==> src/rtl/pixel_to_mono_bayer_dither_unit_defines.svh <==
// ----------------------------------------------------------------------------
// Assertion macros for the pixel to mono Bayer dither unit
// Each macro expands to one labeled concurrent assertion clocked on clock
// and disabled during reset.
// ----------------------------------------------------------------------------
`ifndef PIXEL_TO_MONO_BAYER_DITHER_UNIT_DEFINES_SVH
`define PIXEL_TO_MONO_BAYER_DITHER_UNIT_DEFINES_SVH

// same-cycle implication
`define PMBD_ASSERT_NOW(label, ante, cons, msg) \
   label: assert property (@(posedge clock) disable iff (reset) (ante) |-> (cons)) \
      else $error(msg);

// next-cycle implication
`define PMBD_ASSERT_NEXT(label, ante, cons, msg) \
   label: assert property (@(posedge clock) disable iff (reset) (ante) |=> (cons)) \
      else $error(msg);

`endif

==> src/rtl/pmbd_pkg.sv <==
// ----------------------------------------------------------------------------
// pmbd_pkg
// Pixel format codes, output levels and constant tables for the dither unit.
// ----------------------------------------------------------------------------
`timescale 1ns / 1ps
`default_nettype none

package pmbd_pkg;

   typedef logic [1:0] fmt_type;

   localparam fmt_type FMT_RGB565   = 2'd0;
   localparam fmt_type FMT_RGB888   = 2'd1;
   localparam fmt_type FMT_RGBA8888 = 2'd2;
   localparam fmt_type FMT_GRAY8    = 2'd3;

   localparam logic [7:0] MONO_BLACK = 8'h00;
   localparam logic [7:0] MONO_WHITE = 8'hFF;

   // luma weights, sum is 100x gray
   localparam int LUMA_W = 15;
   localparam logic [LUMA_W-1:0] WEIGHT_R = 15'd30;
   localparam logic [LUMA_W-1:0] WEIGHT_G = 15'd59;
   localparam logic [LUMA_W-1:0] WEIGHT_B = 15'd11;
   localparam logic [LUMA_W-1:0] LUMA_DIV = 15'd100;

   // darkness > t  <=>  gray < 240 - 16*t
   localparam logic [7:0] LEVEL_TOP = 8'd240;

   typedef logic [3:0] bayer_lut_type [16];

   // indexed by {y[1:0], x[1:0]}
   localparam bayer_lut_type BAYER_THR = '{
      4'd0,  4'd8,  4'd2,  4'd10,
      4'd12, 4'd4,  4'd14, 4'd6,
      4'd3,  4'd11, 4'd1,  4'd9,
      4'd15, 4'd7,  4'd13, 4'd5
   };

   typedef logic [7:0] exp5_lut_type [32];
   typedef logic [7:0] exp6_lut_type [64];

   function automatic exp5_lut_type build_exp5_lut();
      exp5_lut_type lut;
      for (int i = 0; i < 32; i++) begin
         lut[i] = 8'((i * 255) / 31);
      end
      return lut;
   endfunction

   function automatic exp6_lut_type build_exp6_lut();
      exp6_lut_type lut;
      for (int i = 0; i < 64; i++) begin
         lut[i] = 8'((i * 255) / 63);
      end
      return lut;
   endfunction

   localparam exp5_lut_type EXP5_LUT = build_exp5_lut();
   localparam exp6_lut_type EXP6_LUT = build_exp6_lut();

endpackage

`default_nettype wire

==> src/rtl/pixel_to_mono_bayer_dither_unit.sv <==
// ----------------------------------------------------------------------------
// pixel_to_mono_bayer_dither_unit
// Converts one pixel to black or white with a 4x4 Bayer ordered dither.
// ----------------------------------------------------------------------------
// Usage:
//   req_*  : one request per pixel, pixel word plus destination x and y.
//            Only the low two bits of x and y select the dither cell.
//   rsp_*  : one result per request, rsp_mono_level is 0 or 255, in order.
//   csr_*  : writes the 2-bit pixel format (565, 888, 8888 with alpha, gray8).
//            Always ready; write only while no request is in flight.
// Timing:
//   Two register stages, an input register and a result register, with the
//   conversion logic between them. A taken request passes through the input
//   register and then the result register, which drives rsp_*.
//   One request per cycle unless rsp_ready holds the result and stalls input.
// Stall:
//   When rsp_ready is low the result holds, the input register still fills,
//   and req_ready drops only once both stages hold requests.
// Reset:
//   Synchronous, active high: both stages empty, pixel format back to rgb565.
// ----------------------------------------------------------------------------
`timescale 1ns / 1ps
`default_nettype none

`include "pixel_to_mono_bayer_dither_unit_defines.svh"

module pixel_to_mono_bayer_dither_unit (
   input  wire logic              clock,
   input  wire logic              reset,
   // config
   input  wire logic              csr_valid,
   output logic                   csr_ready,
   input  wire pmbd_pkg::fmt_type csr_pixel_format,
   // request
   input  wire logic              req_valid,
   output logic                   req_ready,
   input  wire logic [31:0]       req_pixel_word,
   input  wire logic [15:0]       req_dest_x,
   input  wire logic [15:0]       req_dest_y,
   // response
   output logic                   rsp_valid,
   input  wire logic              rsp_ready,
   output logic [7:0]             rsp_mono_level
);
   import pmbd_pkg::*;

   fmt_type     fmt_ff, fmt_in;

   logic        s1_valid_ff, s1_valid_in;
   logic [31:0] s1_word_ff, s1_word_in;
   logic [1:0]  s1_x_ff, s1_x_in;
   logic [1:0]  s1_y_ff, s1_y_in;

   logic        rsp_valid_ff, rsp_valid_in;
   logic [7:0]  rsp_mono_ff, rsp_mono_in;

   logic        s1_advance;
   logic        req_take;
   logic [7:0]  shade_mono;

   assign csr_ready = 1'b1;

   assign s1_advance = !rsp_valid_ff || rsp_ready;
   assign req_ready  = !s1_valid_ff || s1_advance;
   assign req_take   = req_valid && req_ready;

   pmbd_shade u_shade (
      .pixel_format (fmt_ff),
      .pixel_word   (s1_word_ff),
      .dest_x       (s1_x_ff),
      .dest_y       (s1_y_ff),
      .mono_level   (shade_mono)
   );

   always_comb begin
      fmt_in = fmt_ff;
      if (csr_valid && csr_ready) begin
         fmt_in = csr_pixel_format;
      end

      s1_valid_in = s1_valid_ff;
      s1_word_in  = s1_word_ff;
      s1_x_in     = s1_x_ff;
      s1_y_in     = s1_y_ff;
      if (req_ready) begin
         s1_valid_in = req_valid;
      end
      if (req_take) begin
         s1_word_in = req_pixel_word;
         s1_x_in    = req_dest_x[1:0];
         s1_y_in    = req_dest_y[1:0];
      end

      rsp_valid_in = rsp_valid_ff;
      rsp_mono_in  = rsp_mono_ff;
      if (s1_advance) begin
         rsp_valid_in = s1_valid_ff;
         rsp_mono_in  = shade_mono;
      end
   end

   always_ff @(posedge clock) begin
      if (reset) begin
         fmt_ff       <= FMT_RGB565;
         s1_valid_ff  <= 1'b0;
         rsp_valid_ff <= 1'b0;
      end else begin
         fmt_ff       <= fmt_in;
         s1_valid_ff  <= s1_valid_in;
         rsp_valid_ff <= rsp_valid_in;
      end
   end

   always_ff @(posedge clock) begin
      s1_word_ff  <= s1_word_in;
      s1_x_ff     <= s1_x_in;
      s1_y_ff     <= s1_y_in;
      rsp_mono_ff <= rsp_mono_in;
   end

   assign rsp_valid      = rsp_valid_ff;
   assign rsp_mono_level = rsp_mono_ff;

   `PMBD_ASSERT_NOW(a_mono_two_level, rsp_valid_ff, (rsp_mono_ff == MONO_BLACK) || (rsp_mono_ff == MONO_WHITE), "result level is neither black nor white")
   `PMBD_ASSERT_NOW(a_stall_only_full, !req_ready, s1_valid_ff && rsp_valid_ff && !rsp_ready, "request blocked while a stage is free")
   `PMBD_ASSERT_NEXT(a_take_fills_s1, req_take, s1_valid_ff, "accepted request lost from input stage")
   `PMBD_ASSERT_NEXT(a_s1_moves_out, s1_valid_ff && s1_advance, rsp_valid_ff, "input stage advanced without a result")
   `PMBD_ASSERT_NEXT(a_fmt_written, csr_valid && csr_ready, fmt_ff == $past(csr_pixel_format), "pixel format write not stored")

endmodule

`default_nettype wire

==> src/rtl/pmbd_shade.sv <==
// ----------------------------------------------------------------------------
// pmbd_shade
// Combinational pixel to mono conversion: format decode, luma, dither compare.
// ----------------------------------------------------------------------------
`timescale 1ns / 1ps
`default_nettype none

module pmbd_shade (
   input  wire pmbd_pkg::fmt_type pixel_format,
   input  wire logic [31:0]       pixel_word,
   input  wire logic [1:0]        dest_x,
   input  wire logic [1:0]        dest_y,
   output logic [7:0]             mono_level
);
   import pmbd_pkg::*;

   logic [7:0]        red;
   logic [7:0]        green;
   logic [7:0]        blue;
   logic [LUMA_W-1:0] luma_sum;
   logic [3:0]        thr;
   logic [7:0]        level;
   logic [LUMA_W-1:0] luma_limit;
   logic              transparent;
   logic              dark;

   always_comb begin
      case (pixel_format)
         FMT_RGB565: begin
            red   = EXP5_LUT[pixel_word[15:11]];
            green = EXP6_LUT[pixel_word[10:5]];
            blue  = EXP5_LUT[pixel_word[4:0]];
         end
         default: begin
            red   = pixel_word[7:0];
            green = pixel_word[15:8];
            blue  = pixel_word[23:16];
         end
      endcase
   end

   assign luma_sum = LUMA_W'(red)   * WEIGHT_R
                   + LUMA_W'(green) * WEIGHT_G
                   + LUMA_W'(blue)  * WEIGHT_B;

   assign thr        = BAYER_THR[{dest_y, dest_x}];
   assign level      = LEVEL_TOP - {thr, 4'b0000};
   assign luma_limit = LUMA_W'(level) * LUMA_DIV;

   // alpha below 128 forces white
   assign transparent = (pixel_format == FMT_RGBA8888) && !pixel_word[31];

   always_comb begin
      case (pixel_format)
         FMT_GRAY8:                dark = pixel_word[7:0] < level;
         FMT_RGB565, FMT_RGB888:   dark = luma_sum < luma_limit;
         FMT_RGBA8888:             dark = !transparent && (luma_sum < luma_limit);
         default:                  dark = 1'b0;
      endcase
   end

   assign mono_level = dark ? MONO_BLACK : MONO_WHITE;

endmodule

`default_nettype wire
==> config.mk <==
export PLATFORM = sky130hd
export DESIGN_NAME = pixel_to_mono_bayer_dither_unit
export DESIGN_NICKNAME = d
export VERILOG_FILES = /design/src/rtl/pmbd_pkg.sv /design/src/rtl/pixel_to_mono_bayer_dither_unit.sv /design/src/rtl/pmbd_shade.sv
export VERILOG_INCLUDE_DIRS = /design/src /design/src/rtl
export SDC_FILE = /design/constraint.sdc
export NUM_CORES = 1
export LEC_CHECK = 0
export ABC_AREA = 0
export ABC_CLOCK_PERIOD_IN_PS = 16000
export BUFFER_PORTS_ARGS = -buffer_cell sky130_fd_sc_hd__buf_4
export CORE_MARGIN = 4
export CORE_UTILIZATION = 57
export DETAILED_ROUTE_END_ITERATION = 10
export GPL_TIMING_DRIVEN = 1
export PLACE_DENSITY = 0.8
export SLEW_MARGIN = 15
export SYNTH_ARGS = -nofsm -noshare
export SYNTH_HDL_FRONTEND = slang
export SYNTH_SLANG_ARGS = --single-unit
==> constraint.sdc <==
create_clock -name clock -period 16 [get_ports clock]
set_input_delay 0.8 -clock clock [delete_from_list [all_inputs] [get_ports clock]]
set_output_delay 0.8 -clock clock [all_outputs]
set_load 0.005 [all_outputs]
# Word-level counts from Yosys, hierarchy flattened
# Memory sizes are Yosys's and may differ from the RTL's.
# Index checks and enable logic that the tools add are counted.
# W data, S select, Z words.
# word_totals
register_bits	48
mem_bits_ro	1088
inputBits	71
output_inout_bits	11
word_cells	55
n_memories	4
# classes
addsub	3
mul	4
order_cmp	6
eq_ne	3
mux	13
bitwise	4
n_reduce_logical	11
# memory_table
memory	words	width	rd	rd_clocked_by_memory_dff	wr	line	source
(name not given)	64	8	1	0	0	pmbd_shade.sv:31	green = EXP6_LUT[pixel_word[10:5]];
(name not given)	32	8	1	0	0	pmbd_shade.sv:30	red = EXP5_LUT[pixel_word[15:11]];
(name not given)	32	8	1	0	0	pmbd_shade.sv:32	blue = EXP5_LUT[pixel_word[4:0]];
(name not given)	16	4	1	0	0	pmbd_shade.sv:46	assign thr = BAYER_THR[{dest_y, dest_x}];
# ops
cell	count
$mux W8	10
$mul A8 B4 Y12 const B	2
$add A13 B14 Y15	1
$add A15 B12 Y15	1
$lt A15 B15 Y1	1
$mul A8 B6 Y14 const B	1
$mul A8 B5 Y13 const B	1
$ge A6 B6 Y1 const B	2
$not A5 Y6	2
$lt A8 B8 Y1	1
$mux W4	2
$sub A8 B8 Y8 const A	1
$ge A7 B7 Y1 const B	1
$not A6 Y7	1
$ge A5 B5 Y1 const B	1
$not A4 Y5	1
$eq A2 B2 Y1 const B	2
$logic_not A1 Y1	4
$logic_and A1 B1 Y1	3
$pmux W1 S3	1
$eq A2 B1 Y1 const B	1
$logic_not A2 Y1	1
$logic_or A1 B1 Y1	2
$reduce_or A2 Y1	1

# Longest topological paths before layout
# Gate-level depths: netlist (run 1).
# depth
ltp_word	12
ltp_mapped	34
ltp_nobuf	32

# Cells and area by module
# From an unflattened synthesis (run 1), not the netlist that was laid out.
# hier_totals
hier_cells	526
area_unflattened_um2	5418.9
# modules_own_cells
module	instances	cells_each	area_each_um2	seq_area_each_um2
pmbd_shade	1	465	3941.3	0.0
pixel_to_mono_bayer_dither_unit	1	61	1477.7	1401.3

# Worst setup path before layout (run 1)
# No wires, ideal clock.
# synth_timing
kind	reg-to-reg
from	reg fmt_ff[1]
to	reg rsp_mono_ff[6] (netlist: rsp_mono_level[6]), data pin
setup_ps	262
arrival_ps	6766
required_time_ps	15738
setup_slack_ps	8972
stages_incl_launch_ff	32
n_path_buf	3
synth_period_minus_slack_ps	7028
cell_sequence	dfxtp_1 -> or2_1 -> buf_6 -> clkbuf_1 -> o21ai_0 -> inv_1 -> fa_1 -> inv_1 -> fa_1 -> ha_1 -> nand2_1 -> o21ai_1 -> or4_1 -> nand2_1 -> xnor2_1 -> ha_1 -> inv_1 -> fa_1 -> fa_1 -> inv_1 -> ha_1 -> clkbuf_1 -> nand2_1 -> nand2_1 -> a21o_1 -> o311a_1 -> o311ai_1 -> ha_1 -> o21ai_0 -> a21oi_1 -> o21ai_0 -> a31oi_1
# synth_between
elab_chain_cells	9
elab_cells_between_ends	19
classes_between	add/sub: 2; mul: 3; order compare: 1; eq/ne: 3; mux: 5; reduce/logical: 5
# synth_rtl
item	line	source
start, declared	pixel_to_mono_bayer_dither_unit.sv:47	fmt_type fmt_ff, fmt_in;
start signal, assigned	pixel_to_mono_bayer_dither_unit.sv:108	fmt_ff <= fmt_in;
$logic_not A2 Y1	pmbd_shade.sv:28, pmbd_shade.sv:54	
$mux W8	pmbd_shade.sv:28	case (pixel_format)
$mul A8 B6 Y14 / $mul A8 B4 Y12 (equally long branches)	pmbd_shade.sv:43, pmbd_shade.sv:42	
$add A13 B14 Y15	pmbd_shade.sv:43	+ LUMA_W'(green) * WEIGHT_G
$add A15 B12 Y15	pmbd_shade.sv:44	+ LUMA_W'(blue) * WEIGHT_B;
$lt A15 B15 Y1	pmbd_shade.sv:56, pmbd_shade.sv:57	
$logic_and A1 B1 Y1	pmbd_shade.sv:57	FMT_RGBA8888: dark = !transparent && (luma_sum < luma_limit);
$pmux W1 S3 *	pmbd_shade.sv:54	case (pixel_format)
$mux W8 *	pmbd_shade.sv:62	assign mono_level = dark ? MONO_BLACK : MONO_WHITE;
end signal, assigned	pixel_to_mono_bayer_dither_unit.sv:118	rsp_mono_ff <= rsp_mono_in;
end, declared	pixel_to_mono_bayer_dither_unit.sv:55	logic [7:0] rsp_mono_ff, rsp_mono_in;
# Every way passes the cells marked *; elsewhere a longest branch is shown, timed or not.
# A chain may end at the register's enable or synchronous reset.

# Worst setup path after layout (run 1)
# Same ends and word-level chain as after synthesis.

==> metrics.txt, run 1 <==
antenna cell count=0; Slew Limit Fails=0; Post-CTS Resized=0; Crit Path Class=reg2reg; CTS buffer count=5; DRT antenna net count=0; Hold Path Origin=s1_valid_ff; Yosys reg bits=34; die area=10600 sq um; vias in the first global route=3922; via/cell ratio=5.36; routability-driven placement congestion ratio=0.909; clock sink count=34; share of layout cells above drive strength 1=0.115; DR pass1 iterations=5; RR Startpoint=fmt_ff[1]; Syn Inst Count=527; R2R Setup Slk=7.95 ns; max-cap viol count=0; CTS root buf=clkbuf_8; synth top area cells=fa_1, ha_1, edfxtp_1; CP Data Required Time=16.11 ns; post-route setup slack=7.95 ns; initial antenna violation count=0; IO Count=82; worst skew pair latency=0.28 ns; most common cell in the netlist=inv_1; r2r worst-path depth=28; syn nets=743; Initial DRC Count=130; synth cell count leaders=inv_1, ha_1, fa_1; cts hold-fix bufs=0; routed len/inst=14.2 um; CP max FO=26; detailed-route DRC error count=0; crit path DAT=8.16 ns; chip height=103 um; pre-CTS setup slack=7.99 ns; RSZ-0062 raised after global routing=no; setup_tns=0 ns; Netlist cell types=64; Main synth FF type=edfxtp_1; nets=782; Final Cycle Share=0.503; initial core utilization=0.587; clock skew=0.00684 ns; Slowest cell on crit path=a21boi_0; Chip Width=103 um; FFs w/ async S/R, synth=0; sequential share of the synthesized area=0.191; vias=3620; std cell rows=34; worst r2r dst=rsp_mono_level[6]; EDFF count, synth=30; Congestion Overflow GR=0; hold crit path type=reg2reg; Filler cells=677; wirelength, routed=9.60 mm; Syn Area/Cell=9.75 sq um; CTS max path bufs=2; Fin. Hold Viols=0; H-tree depth=2; Final Core Density=0.640; CP top delay family=adder cells; actual slew at the worst max-slew pin=0.885 ns; first-pass GRT wire length=17.0 mm; Tmin final=8.05 ns; Hold Path End=rsp_valid; status=completed; Ys Warns=0; pin count of the biggest net entering global routing=30; Slew headroom=0.404; CTS tree=built; Netlist Area Pre-Place=5140 sq um; Hold Slack=0.512 ns; Max Clk Rate=0.124 GHz; CP Launch Type=register; crit-path max cell delay=0.60 ns; I/O Buffers=45; all-layer global routing usage=0.203; share of the synthesized area in the top cell type=0.245; crit path capture type=register; final setup vio count=0; area leader, netlist=fa_1; Hold Crit Depth=2; core area=8760 sq um; Reg clk slew, reported paths=0.06 ns; Post-CTS Setup Inserts=0; post-detail-place hpwl=8.58 mm; Buf/Inv on CP=5; area delta synth->final=9.13%
[cell usage in the layout (no fill, tap or decap), types with 7 or more instances in the layout]
cell type	count
a21oi_1	11
buf_4	45
edfxtp_1	30
fa_1	63
ha_1	82
inv_1	131
nand2_1	40
nor2_1	17
nor2b_1	7
o21ai_0	18
xnor2_1	12
xor2_1	8
[flip-flops by register name, summed over array words and instances (netlist names)]
| signal | cells |
|---|---|
| s1_word_ff | 25 |
| fmt_ff | 2 |
| s1_x_ff | 2 |
| s1_y_ff | 2 |
| rsp_mono_level | 1 |
| rsp_valid | 1 |
| s1_valid_ff | 1 |
[area by class of cell]
type	instances	area [sq um]	share of cell area
Sequential cell	34	981	0.175
Clock inverter	2	8.76	0.00156
Timing Repair Buffer	45	338	0.0602
Tap cell	108	135	0.0241
Inverter	131	492	0.0877
Clock buffer	6	72.6	0.0129
Multi-Input combinational cell	349	3580	0.639
[how the worst max path moves through the flow]
stage	depth (start not counted)	slack (ns)	to	start
after floorplan	31	8.97	rsp_mono_level[6]	fmt_ff[1]
after global placement	28	8.19	rsp_mono_level[6]	fmt_ff[1]
after detailed placement	28	7.99	rsp_mono_level[6]	fmt_ff[1]
after CTS	28	7.93	rsp_mono_level[6]	fmt_ff[1]
after global routing	28	7.46	rsp_mono_level[6]	fmt_ff[1]
final	28	7.95	rsp_mono_level[6]	fmt_ff[1]
[per-stage QoR]
stage | instances | instance area, sq um
floorplan | 527 | 5140
global placement | 667 | 5530
detailed placement | 667 | 5530
CTS | 675 | 5610
global route | 675 | 5610
finish | 675 | 5610
[metal layers]
| metal | vias to the layer above | global-route usage | wire length, um |
|---|---|---|---|
| met4 | 0 | 0.0498 | 153 |
| li1 | 1786 | - | - |
| met2 | 83 | 0.371 | 4890 |
| met1 | 1738 | 0.254 | 3930 |
| met5 | - | 0 | 0 |
| met3 | 13 | 0.0264 | 620 |
[kinds of logic after synthesis]
family | Yosys count | share of synthesized area
AOI/OAI and AO/OA | 77 | 0.111
xor gates and xnor gates | 20 | 0.0341
adders and majority gates | 145 | 0.445
buffers and inverters | 144 | 0.112
DFF | 34 | 0.191
muxes | 5 | 0.00974
other | 1 | 0.000730
and+or+nand+nor | 101 | 0.0962
[worst register-to-register path, delay by kind of cell, from the launching register on]
family	cells	cell delay, ns
adder cells (fa/ha/maj)	8	3.40
XOR/XNOR	2	0.29
AND/OR/NAND/NOR	4	1.18
flip-flops	1	0.37
buffers and inverters	5	0.42
AO/OA/AOI/OAI	9	2.22
Power of run 1 is left out: the tool's default activity adds up to more than one toggle a clock period on the data nets, which glitch-free logic cannot reach.
==> run 2: changes to the inputs <==
Settings changed: ABC_CLOCK_PERIOD_IN_PS 16000 to 7220, CORE_UTILIZATION 57 to 53, PLACE_DENSITY 0.8 to 0.78.
Clock period 16 ns to 7.22 ns, I/O delays scaled along.
==> run 2 against run 1 <==
  * The run now ends with negative setup slack left
  * Core utilization is 2.4 points higher
  * Cell count is 10% higher
  * Worst setup slack worse by 8.0 ns
  * Clock-buffer cell count stayed put
  * Hold slack worse by 0.26 ns
  * Routed wire length is 13% higher
  * Via count is 7.3% higher
  * First-iteration DRC count is 8.5% higher
  * Sequential cell count stayed put
  * Maximum frequency is 11% higher
  * Die area is 7.0% higher
  * Largest cell class unchanged
==> metrics.txt, run 2 (synthesis results as in run 1) <==
core area=9330 sq um (+6.4%); Crit Path Class=reg2reg; Crit. Startpoint=s1_word_ff[15]; DP Cell Count=726 (+8.8%); DR pass1 iterations=6 (+1); Initial DRC Count=141 (+8.5%); r2r worst-path depth=25 (-11%); clock sink count=34 (unchanged); Biggest register=s1_word_ff; post-route setup slack=-0.0410 ns (-7.99 ns); I/O Buffers=45 (unchanged); initial core utilization=0.551 (-0.0355); crit path capture type=register; area delta synth->final=20.6%; final setup vio count=1 (+1); hold crit path type=in2reg; antenna cell count=0 (unchanged); Max Clk Rate=0.138 GHz (+11%); pre-CTS setup slack=-0.309 ns (-8.30 ns); final instance area=6200 sq um (+10%); all-layer global routing usage=0.204 (+0.00100); Final Cycle Share=1.01 (+0.503); CP max FO=5 (-81%); wirelength, routed=10.9 mm (+13%); share of layout cells above drive strength 1=0.239 (+0.124); commonest non-fill, non-tap cell in the layout=inv_1; CTS buffer count=5 (unchanged); Hold Crit Depth=1 (-1); max-cap viol count=0 (unchanged); pin count of the biggest net entering global routing=30 (unchanged); Slew headroom=0.587 (+0.183); CTS root buf=clkbuf_8; Filler cells=685 (+1.2%); H-tree depth=2 (unchanged); post-detail-place hpwl=9.13 mm (+6.4%); via/cell ratio=5.22 (-2.6%); Reg clk slew, reported paths=0.07 ns (about the same); Hold Path Origin=req_dest_x[1]; actual slew at the worst max-slew pin=0.620 ns (-0.265 ns); routed len/inst=14.6 um (+2.8%); Placed Area=5840 sq um (+5.6%); die area=11300 sq um (+7.0%); routability-driven placement congestion ratio=0.951 (+4.7%); RR Startpoint=s1_word_ff[15]; CP Data Required Time=7.34 ns (-8.77 ns); initial antenna violation count=0 (unchanged); first-pass GRT wire length=18.9 mm (+11%); vias=3886 (+7.3%); Largest register FFs=25 (unchanged); std cell rows=35 (+2.9%); status=finished with violations; Congestion Overflow GR=0 (unchanged); commonest non-fill, non-tap cells in the layout=inv_1, buf_4, ha_1; CP Launch Type=register; worst skew pair latency=0.28 ns (about the same); RSZ-0062 raised after global routing=yes; failing checks=negative setup slack; DRT antenna net count=0 (unchanged); chip height=106 um (+3.4%); IO Count=82 (unchanged); Chip Width=106 um (+3.4%); CTS tree=built; vias in the first global route=4270 (+8.9%); Slew Limit Fails=0 (unchanged); detailed-route DRC error count=0 (unchanged); Tmin final=7.26 ns (-0.788 ns); clock skew=0.00829 ns (+0.00145 ns); nets=830 (+6.1%); Layout Cells excl Fill=744 (+10%); Fin. Hold Viols=0 (unchanged); crit path DAT=7.38 ns (-0.78 ns); CTS max path bufs=2 (unchanged)
[run 2: cell types whose count changed in the layout (fill, tap and decap cells not counted), moves of 3 or more]
cell | before | now
a21oi_1 | 11 | 8
ha_2 | 0 | 4
o21ai_0 | 18 | 12
buf_6 | 0 | 3
xnor2_2 | 0 | 4
inv_1 | 131 | 127
ha_1 | 82 | 77
o21ai_2 | 0 | 4
inv_2 | 0 | 4
buf_4 | 45 | 90
xnor2_1 | 12 | 8
[run 2: metal layers]
layer,up-vias,wire length (um),GRT usage
met5,-,0,0
met1,1888,4600,0.256
met3,20,381,0.0134
li1,1885,-,-
met4,0,195,0.0420
met2,93,5700,0.387
[run 2: timing repair]
item,in CTS,in global routing
setup buffers,9,2
endpoints found under the setup margin,1,1
resized for setup,20,27
hold buffers,0,0
gates cloned,0,0
pin swaps,24,23
[run 2: layout make-up]
| class | count | area, sq um | area share |
|---|---|---|---|
| timing repair buffer | 93 | 709 | 0.114 |
| tap | 129 | 161 | 0.0260 |
| multi-input combinational | 349 | 3770 | 0.608 |
| clock buffer | 6 | 72.6 | 0.0117 |
| clock inverter | 2 | 15.0 | 0.00242 |
| sequential | 34 | 981 | 0.158 |
| inverter | 131 | 492 | 0.0793 |
[run 2: metrics by stage]
stage | util | hold slack [ns] | TNS [ns]
floorplan | - | 0.433 | 0
global placement | 0.626 | 0.488 | -0.106
detailed placement | 0.626 | 0.499 | -0.309
CTS | 0.650 | 0.241 | -0.0519
global route | 0.664 | 0.231 | -0.404
finish | 0.664 | 0.251 | -0.0410
[run 2: final timing paths]
path,end,slack [ns]
worst min register to register,rsp_valid,0.52
worst max register to register,rsp_mono_level[6],-0.04
worst max-delay path,rsp_mono_level[6],-0.04
worst min-delay path,s1_x_ff[1],0.25
[run 2: critical path, cell delays in order, from the launching register on]
cell      delay (ns)
edfxtp_1        0.49
o311a_1         0.36
o31ai_2         0.20
buf_4           0.16
inv_1           0.04
fa_1            0.49
inv_2           0.05
fa_1            0.48
fa_2            0.56
fa_1            0.43
fa_1            0.47
fa_1            0.49
ha_1            0.32
a21o_1          0.19
a21o_1          0.21
or3_4           0.34
a311o_2         0.43
a31oi_4         0.18
xnor2_2         0.10
ha_1            0.32
nand2_1         0.06
o211ai_1        0.18
o211ai_1        0.16
a21oi_2         0.18
o21ai_1         0.07
a31oi_1         0.16
Power of run 2 is left out for the same reason.
==> run 3: changes to the inputs <==
==> constraint.sdc (replaced) <==
create_clock -name clock -period 7.22 [get_ports clock]
set_input_delay 0.722 -clock clock [delete_from_list [all_inputs] [get_ports clock]]
set_output_delay 0.722 -clock clock [all_outputs]
set_load 0.005 [all_outputs]
==> run 3 against run 2 <==
  * The flow still finishes with violations (negative setup slack)
  * Cell count grew 0.27%
  * Register-to-register slack got worse by 0.11 ns
  * Clock-buffer cell count down 1
  * Hold slack better by 0.28 ns
  * Die area stayed put
  * Worst setup slack lost 0.11 ns
  * Maximum frequency shrank 1.4%
  * Critical path type unchanged
  * Critical endpoint unchanged
==> metrics.txt, run 3 (synthesis results as in run 1) <==
CTS root buf=clkbuf_8; nets=832 (+0.24%); CP most frequent cell=fa_1; via/cell ratio=5.25 (+0.45%); initial core utilization=0.551 (unchanged); hold crit path type=reg2reg; antenna cell count=0 (unchanged); CTS tree=built; first-pass GRT wire length=18.8 mm (-0.91%); Slowest cell on crit path=fa_2; post-route setup slack=-0.148 ns (-0.107 ns); pre-CTS setup slack=-0.292 ns (+0.0166 ns); clock skew=0.00423 ns (-0.00407 ns); CTS max path bufs=2 (unchanged); Hold Path End=rsp_valid; core area=9330 sq um (unchanged); crit path capture type=register; die area=11300 sq um (unchanged); Hold Crit Depth=2 (+1); cts hold-fix bufs=0 (unchanged); Slew headroom=0.570 (-0.0166); pin count of the biggest net entering global routing=30 (unchanged); worst skew pair latency=0.28 ns (about the same); all-layer global routing usage=0.202 (-0.00179); CTS buffer count=5 (unchanged); r2r worst-path depth=28 (+12%); RSZ-0062 raised after global routing=yes; Filler cells=678 (-1.0%); detailed-route DRC error count=0 (unchanged); Hold Slack=0.527 ns (+0.275 ns); chip height=106 um (unchanged); status=finished with violations; DRT antenna net count=0 (unchanged); commonest non-fill, non-tap cells in the layout=inv_1, buf_4, ha_1; Initial DRC Count=169 (+20%); vias=3914 (+0.72%); initial antenna violation count=0 (unchanged); Congestion Overflow GR=0 (unchanged); Slew Limit Fails=0 (unchanged); crit-path max cell delay=0.56 ns (about the same); Biggest register=s1_word_ff; failing checks=negative setup slack; Max Clk Rate=0.136 GHz (-1.4%); Crit Path Class=reg2reg; H-tree depth=2 (unchanged); final setup vio count=1 (unchanged); CP Launch Type=register; IO Count=82 (unchanged); R2R Setup Slk=-0.15 ns (-0.11 ns); I/O Buffers=45 (unchanged); Reg clk slew, reported paths=0.06 ns (about the same); CP max FO=4 (-1); crit path DAT=7.47 ns (+0.09 ns); share of layout cells above drive strength 1=0.220 (-0.0186); std cell rows=35 (unchanged); Hold Path Origin=s1_valid_ff; vias in the first global route=4239 (-0.73%); Fin. Hold Viols=0 (unchanged); max-cap viol count=0 (unchanged); worst r2r dst=rsp_mono_level[6]; DR pass1 iterations=5 (-1); RR Startpoint=s1_word_ff[15]; Final Core Density=0.657 (-0.00751); area delta synth->final=19.2%; routability-driven placement congestion ratio=0.935 (-1.7%); CP Data Required Time=7.33 ns (about the same); routed len/inst=14.4 um (-1.2%); Tmin final=7.37 ns (+0.107 ns); commonest non-fill, non-tap cell in the layout=inv_1; Chip Width=106 um (unchanged); post-detail-place hpwl=9.08 mm (-0.54%); actual slew at the worst max-slew pin=0.638 ns (+0.0182 ns); clock sink count=34 (unchanged); Largest register FFs=25 (unchanged); Final Cycle Share=1.02 (+0.0148); wirelength, routed=10.8 mm (-0.89%)
==> run 3: changes by cell type in the layout (fill, tap and decap cells not counted), sizes merged <==
cell,delta
buf,+2
clkbuf,-1
clkinv,+3
clkinvlp,-2
==> run 3: metal layers <==
metal / vias to the layer above / GRT usage / part of all wire
met4: 0 / 0.0712 / 0.029
li1: 1882 / - / -
met2: 118 / 0.372 / 0.52
met3: 29 / 0.0188 / 0.049
met5: - / 0 / 0
met1: 1885 / 0.247 / 0.40
==> run 3: worst max-delay path, delay by kind of cell (launching register included) <==
family	cells	cell delay [ns]
adders and majority gates	8	3.43
AOI/OAI and AO/OA	12	2.25
buffers and inverters	5	0.57
DFF	1	0.43
and+or+nand+nor	2	0.41
xor gates and xnor gates	1	0.10
==> run 3: per-stage QoR <==
| step | cells | area [sq um] | setup TNS [ns] |
|---|---|---|---|
| global placement | 732 | 5880 | -0.102 |
| detailed placement | 732 | 5880 | -0.292 |
| floorplan | 527 | 5140 | 0 |
| global route | 746 | 6130 | -0.429 |
| finish | 746 | 6130 | -0.148 |
| CTS | 744 | 6050 | -0.0711 |
==> run 3: cell type report <==
cell class | count | area, sq um | share of cell area
repair buffers | 95 | 713 | 0.116
well taps | 129 | 161 | 0.0263
clock buffers | 5 | 68.8 | 0.0112
inverters | 131 | 492 | 0.0803
flip-flops and latches | 34 | 981 | 0.160
multi-input cells | 349 | 3700 | 0.604
clock inverters | 3 | 11.3 | 0.00184
==> run 3: worst max path at each step <==
stage	start	endpoint	slack, ns	cells after the start
4_1_cts	s1_word_ff[15]	rsp_mono_level[6]	-0.07	26
6_report	s1_word_ff[15]	rsp_mono_level[6]	-0.15	28
3_3_place_gp	s1_word_ff[11]	rsp_mono_level[6]	-0.10	29
2_1_floorplan	fmt_ff[1]	rsp_mono_level[6]	0.19	31
3_5_place_dp	fmt_ff[1]	rsp_mono_level[6]	-0.29	26
5_1_grt	s1_word_ff[15]	rsp_mono_level[6]	-0.43	31
==> run 3: timing repair <==
action	CTS	global route
resized for setup	18	12
setup endpoints to repair	1	1
pin swaps	29	16
setup buffers	5	2
Power of run 3 is left out for the same reason.
